File: config.mk
export PLATFORM = sky130hd
export DESIGN_NAME = bcpc_cross
export DESIGN_NICKNAME = d
export VERILOG_FILES = /design/src/rtl/bcpc_pkg.sv /design/src/rtl/bcpc_cross.sv
export SDC_FILE = /design/constraint.sdc
export NUM_CORES = 2
export LEC_CHECK = 0
export BUFFER_PORTS_ARGS = -buffer_cell sky130_fd_sc_hd__buf_2
export CAP_MARGIN = 20
export CELL_PAD_IN_SITES_DETAIL_PLACEMENT = 1
export CELL_PAD_IN_SITES_GLOBAL_PLACEMENT = 1
export CORE_MARGIN = 2
export CORE_UTILIZATION = 53
export DETAILED_ROUTE_END_ITERATION = 10
export GPL_TIMING_DRIVEN = 0
export MAX_ROUTING_LAYER = met4
export PLACE_DENSITY_LB_ADDON = 0.1
export SKIP_CTS_REPAIR_TIMING = 1
export SYNTH_ARGS = -nofsm -noshare
export SYNTH_HDL_FRONTEND = slang
export SYNTH_SLANG_ARGS = --single-unit
File: constraint.sdc
create_clock -name clk -period 13.58 [get_ports clk]
set_clock_uncertainty 0.15 [all_clocks]
set_input_delay 0.679 -clock clk [delete_from_list [all_inputs] [get_ports clk]]
set_output_delay 0.679 -clock clk [all_outputs]
set_load 0.05 [all_outputs]
File: src/rtl/bcpc_pkg.sv
// Shared types and constants for the cubic curve control point classifier.
// No dependencies; used by bcpc_cross and bezier_control_point_classifier.
package bcpc_pkg;

    localparam int COORD_WIDTH = 16;
    localparam int DIFF_WIDTH  = COORD_WIDTH + 1;
    localparam int PROD_WIDTH  = 2 * DIFF_WIDTH;
    localparam int SUM_WIDTH   = PROD_WIDTH + 1;
    localparam int CLASS_WIDTH = 3;

    typedef enum logic [CLASS_WIDTH-1:0] {
        CLS_P2_INSIDE    = 3'd0,
        CLS_P1_INSIDE    = 3'd1,
        CLS_P1_LEFT      = 3'd2,
        CLS_P2_LEFT      = 3'd3,
        CLS_ALIGNED_1_2  = 3'd4,
        CLS_ALIGNED_2_1  = 3'd5
    } class_t;

    // sign of a cross product
    typedef struct packed {
        logic pos;
        logic neg;
    } side_t;

    // load enables of the product and sign stages
    typedef struct packed {
        logic s2;
        logic s3;
    } stage_en_t;

    function automatic side_t side_flip(side_t s);
        side_t r;
        r.pos = s.neg;
        r.neg = s.pos;
        return r;
    endfunction

endpackage

File: src/rtl/bcpc_cross.sv
// Two-stage cross product sign unit: registered products, then registered sign.
// Depends on bcpc_pkg.
module bcpc_cross
(
    input  logic                                  clk,
    input  bcpc_pkg::stage_en_t                   en,
    input  logic signed [bcpc_pkg::DIFF_WIDTH-1:0] ax,
    input  logic signed [bcpc_pkg::DIFF_WIDTH-1:0] ay,
    input  logic signed [bcpc_pkg::DIFF_WIDTH-1:0] bx,
    input  logic signed [bcpc_pkg::DIFF_WIDTH-1:0] by,
    output bcpc_pkg::side_t                       side
);

    logic signed [bcpc_pkg::PROD_WIDTH-1:0] prod_a_reg;
    logic signed [bcpc_pkg::PROD_WIDTH-1:0] prod_b_reg;
    logic signed [bcpc_pkg::SUM_WIDTH-1:0]  diff;
    bcpc_pkg::side_t                        side_next;
    bcpc_pkg::side_t                        side_reg;

    always_ff @(posedge clk)
    begin
        if (en.s2)
        begin
            prod_a_reg <= ax * by;
            prod_b_reg <= bx * ay;
        end
    end

    always_comb
    begin
        diff = bcpc_pkg::SUM_WIDTH'(prod_a_reg) - bcpc_pkg::SUM_WIDTH'(prod_b_reg);
        side_next.neg = diff[bcpc_pkg::SUM_WIDTH-1];
        side_next.pos = !diff[bcpc_pkg::SUM_WIDTH-1] && (diff != '0);
    end

    always_ff @(posedge clk)
    begin
        if (en.s3)
        begin
            side_reg <= side_next;
        end
    end

    assign side = side_reg;

endmodule

# [Yosys cells after proc, flatten, opt, wreduce, memory -nomap -nowiden]
# Index checks and enable logic that the tools add are counted.
[totals] ram_bits=0 latchBits=0 mem_count=0 ff_bits=70 in_bits=71 rom_bits=0 output_inout_bits=2
[op_classes] n_div=0 bitwise_logic=0 add_sub_neg=1 mul=2 n_shift=0 order_cmp=0 n_mux=0 eq_ne=0 reduce_logical=3
[ops] operator="$mul A17 B17 Y34" count=2
[ops] operator="$reduce_bool A35 Y1" count=1
[ops] operator="$sub A34 B34 Y35" count=1
[ops] operator="$logic_and A1 B1 Y1" count=1
[ops] operator="$logic_not A1 Y1" count=1

# [Depth between registers and ports, before layout]
[depth] word_depth=3 mapped_depth=25

# [Worst setup path before layout]
# OpenSTA, ideal clock, no wires.
[synth_timing] kind="input port to flip-flop" startpoint="input ay[8] in the netlist's numbering" endpoint="register prod_b_reg[33] in the netlist's numbering, data pin" path_slack_ns=6.828 setup_ns=0.260 t_required_ns=13.170 stages=23 arrival_ns=6.342 cell_sequence="clkbuf_1 > clkbuf_1 > nand2_1 > fa_1 > inv_1 > fa_1 > fa_1 > fa_1 > fa_1 > inv_1 > fa_1 > inv_1 > ha_1 > a21o_1 > a21oi_1 > nor2b_1 > nor4_1 > o211ai_1 > a31o_2 > o41ai_1 > o21bai_1 > a21oi_1 > xnor2_1"
[synth_between] elab_chain_len=1
[synth_lines] item="start: declaration" line="bcpc_cross.sv:8" text="input logic signed [bcpc_pkg::DIFF_WIDTH-1:0] ay,"
[synth_lines] item="$mul A17 B17 Y34" line="bcpc_cross.sv:25" text="prod_b_reg <= bx * ay;"
[synth_lines] item="end signal: assignment" line="bcpc_cross.sv:25"
[synth_lines] item="end: declaration" line="bcpc_cross.sv:15" text="logic signed [bcpc_pkg::PROD_WIDTH-1:0] prod_b_reg;"
# Every way passes these cells.
# A chain may end at the register's enable or synchronous reset.

# [Worst setup path in the final report]
[layout_timing] startpoint="input ay[10] in the netlist's numbering" endpoint="register prod_b_reg[33] in the netlist's numbering, data pin"
# Same word-level chain as after synthesis.

==> out/summary.txt <==
floorplan core area -> 0.0485 mm^2
most repeated library cell on the critical path -> sky130_fd_sc_hd__fa_1
ratio of final minimum period to clock period -> 0.581
post-synthesis instance area -> 0.0259 mm^2
detail-routed net length per standard cell -> 21.2 um
IO buf count -> 66
vias after detailed routing -> 19,200
worst setup path startpoint -> ay[10]
Worst setup endpoint -> prod_b_reg[33]
cell count after synthesis -> 2,746
pin count of the biggest net entering global routing -> 69
routed wire length -> 73.2 mm
data arrival time of the critical path -> 7.82 ns
GRT Total Usage -> 0.317
Root Buffer Master -> sky130_fd_sc_hd__clkbuf_16
layout cells sized above 1 -> 0.0410
length in cells of the worst reg-to-reg path -> 13
unrepaired setup endpoints after global routing -> no
final-report max-slew violation count -> 0
count of cell types in the netlist -> 86
source of the worst register-to-register timing path -> prod_b_reg[9]
fin crit period -> 7.88 ns
most frequently used flop master after synthesis -> sky130_fd_sc_hd__edfxtp_1
Area growth syn-to-layout -> 5.50%
transition time at the pin with the least slew margin -> 0.934 ns
number of clock sinks -> 70
Final TNS setup -> 0 ns
global-route wire length before repair -> 118 mm
maximum frequency from static timing analysis -> 0.127 GHz
overall overflow remaining after global route -> 0
worst path required time -> 13.52 ns
deepest level of the CTS H-tree -> 3
via count of the first global-routing pass -> 21,900
worst path cell trace -> clkbuf_1, clkbuf_1, nand2_1, fa_1, inv_1, fa_1, inv_1, fa_1, inv_1, fa_1, fa_1, inv_1, fa_1, inv_1, ha_1, a2111oi_0, o31ai_1, nand2_1, o211ai_1, a31o_2, o41ai_1, o21bai_1, a21oi_1, xnor2_1
CTS tree -> done
worst r2r dst -> side[1]
source-to-sink clock delay at the later pin of the worst-skew pair -> 0.35 ns
clock transition at the registers of the reported paths -> 0.06 ns
ratio of routed vias to standard cells -> 5.55
maximum clock path buffer count -> 2
HPWL after DPL -> 64.2 mm
Hold Violations, Final -> 0
FFs w/ async S/R, synth -> 0
share of synthesized area occupied by flip-flops and latches -> 0.0812
Cell Rows -> 81
nets in the synthesized netlist -> 3,614
worst setup path class -> in2reg
outcome -> complete, no violations
number of antenna cells inserted -> 0
max-capacitance violation count -> 0
DIE AREA -> 0.0507 mm^2
number of primary I/O pins -> 73
classification of the worst-slack hold path -> in2reg
first-pass iteration count of the detailed router -> 5
number of CTS-inserted buffers -> 9
Die Width -> 225 um
Die Y -> 225 um
number of flops mapped to enable cells by yosys -> 70
Final ANT Viol Nets -> 0
number of warnings issued by yosys -> 0
CP max FO -> 10
initial antenna violation count -> 1
mean instance size in the synthesized netlist -> 9.43 um^2
starting utilization of the core area -> 0.534
Relative slew margins -> 0.376
sort of element at the start of the critical path -> input pin
count of state elements after synthesis -> 70
slack of the worst reg-to-reg path -> 8.73 ns
post-layout net count -> 3,691
RePlAce Congestion -> 0.930
Residual DRC -> 0
setup-violating endpoint count in the final report -> 0
largest incremental delay on the critical path -> 0.57 ns
iteration-0 DRC count of the detailed router -> 1,080
critical path capture point type -> flip-flop
crit path max-delay cell type -> sky130_fd_sc_hd__fa_1
-- metal layers --
| layer | vias to the layer above | part of all wire | track usage |
|---|---|---|---|
| li1 | 8448 | - | - |
| met1 | 10200 | 0.43 | 0.426 |
| met2 | 398 | 0.50 | 0.526 |
| met3 | 111 | 0.044 | 0.0326 |
| met4 | 0 | 0.021 | 0.0643 |
| met5 | - | 0 | - |
-- stage by stage --
stage | std cells | hold WS, ns | area (um^2) | setup WS [ns] | util
finish | 3449 | 0.404 | 27300 | 5.70 | 0.563
global route | 3449 | 0.391 | 27300 | 5.37 | 0.563
CTS | 3449 | 0.393 | 27300 | 5.81 | 0.563
global placement | 3434 | 0.627 | 27000 | 5.52 | 0.556
floorplan | 2746 | 0.571 | 25900 | 6.83 | -
detailed placement | 3434 | 0.654 | 27000 | 5.49 | 0.556
-- cell families after synthesis --
kind of cell	count (synthesis)	synth area share
xor+xnor	74	0.0250
fa+ha+maj	797	0.557
buf+inv	767	0.112
compound gates	263	0.0711
flops	70	0.0812
simple gates	765	0.150
mux	10	0.00396
-- Yosys cell counts (15+ instances only) --
cell | number | area share
sky130_fd_sc_hd__a21oi_1 | 60 | 0.012
sky130_fd_sc_hd__clkbuf_1 | 75 | 0.011
sky130_fd_sc_hd__nor2_1 | 78 | 0.011
sky130_fd_sc_hd__o21ai_0 | 44 | 0.0085
sky130_fd_sc_hd__nand2_1 | 288 | 0.042
sky130_fd_sc_hd__nand2b_1 | 21 | 0.0051
sky130_fd_sc_hd__nor2b_1 | 17 | 0.0041
sky130_fd_sc_hd__fa_1 | 593 | 0.46
sky130_fd_sc_hd__a21o_1 | 26 | 0.0075
sky130_fd_sc_hd__nand3_1 | 15 | 0.0029
sky130_fd_sc_hd__ha_1 | 204 | 0.099
sky130_fd_sc_hd__inv_1 | 686 | 0.099
sky130_fd_sc_hd__and2_1 | 294 | 0.071
sky130_fd_sc_hd__o21a_1 | 15 | 0.0043
sky130_fd_sc_hd__edfxtp_1 | 70 | 0.081
sky130_fd_sc_hd__xnor2_1 | 65 | 0.022
-- worst min path at each step --
| stage | from | end | cells after the start |
|---|---|---|---|
| 5_1_grt | en[0] | side[0] | 1 |
| 3_3_place_gp | prod_a_reg[33] | side[0] | 3 |
| 4_1_cts | en[0] | side[1] | 1 |
| 2_1_floorplan | prod_a_reg[33] | side[0] | 3 |
| 3_5_place_dp | prod_a_reg[33] | side[0] | 3 |
| 6_report | en[0] | side[1] | 1 |
-- worst max-delay path: cells and delay by family --
kind	cells	cell delay, ns
buffers and inverters	7	1.29
and+or+nand+nor	2	0.32
adders and majority gates	7	3.35
AOI/OAI and AO/OA	7	2.08
xor gates and xnor gates	1	0.09
-- area by class of cell --
class | instances | area, um^2
Clock buffer | 9 | 225
Buffer | 80 | 319
Sequential cell | 70 | 2100
Multi-Input combinational cell | 1909 | 20900
Timing Repair Buffer | 66 | 333
Inverter | 687 | 2580
Clock inverter | 6 | 87.6
Tap cell | 622 | 778
Fill cell | 5646 | 21200
-- placed cells by master (no fill, tap or decap), drive strengths merged, types with 10 or more instances in the layout --
cell       n
a211oi    12
a21o      27
a21oi     62
and2     294
buf       69
clkbuf    86
edfxtp    70
fa       593
ha       204
inv      687
nand2    288
nand2b    21
nand3     15
nor2      78
nor2b     17
nor3      14
o2111ai   10
o21a      15
o21ai     46
o31ai     14
xnor2     65
Power is not shown: default switching activity piles up to over one toggle a cycle in this logic, so the estimate is an artifact.
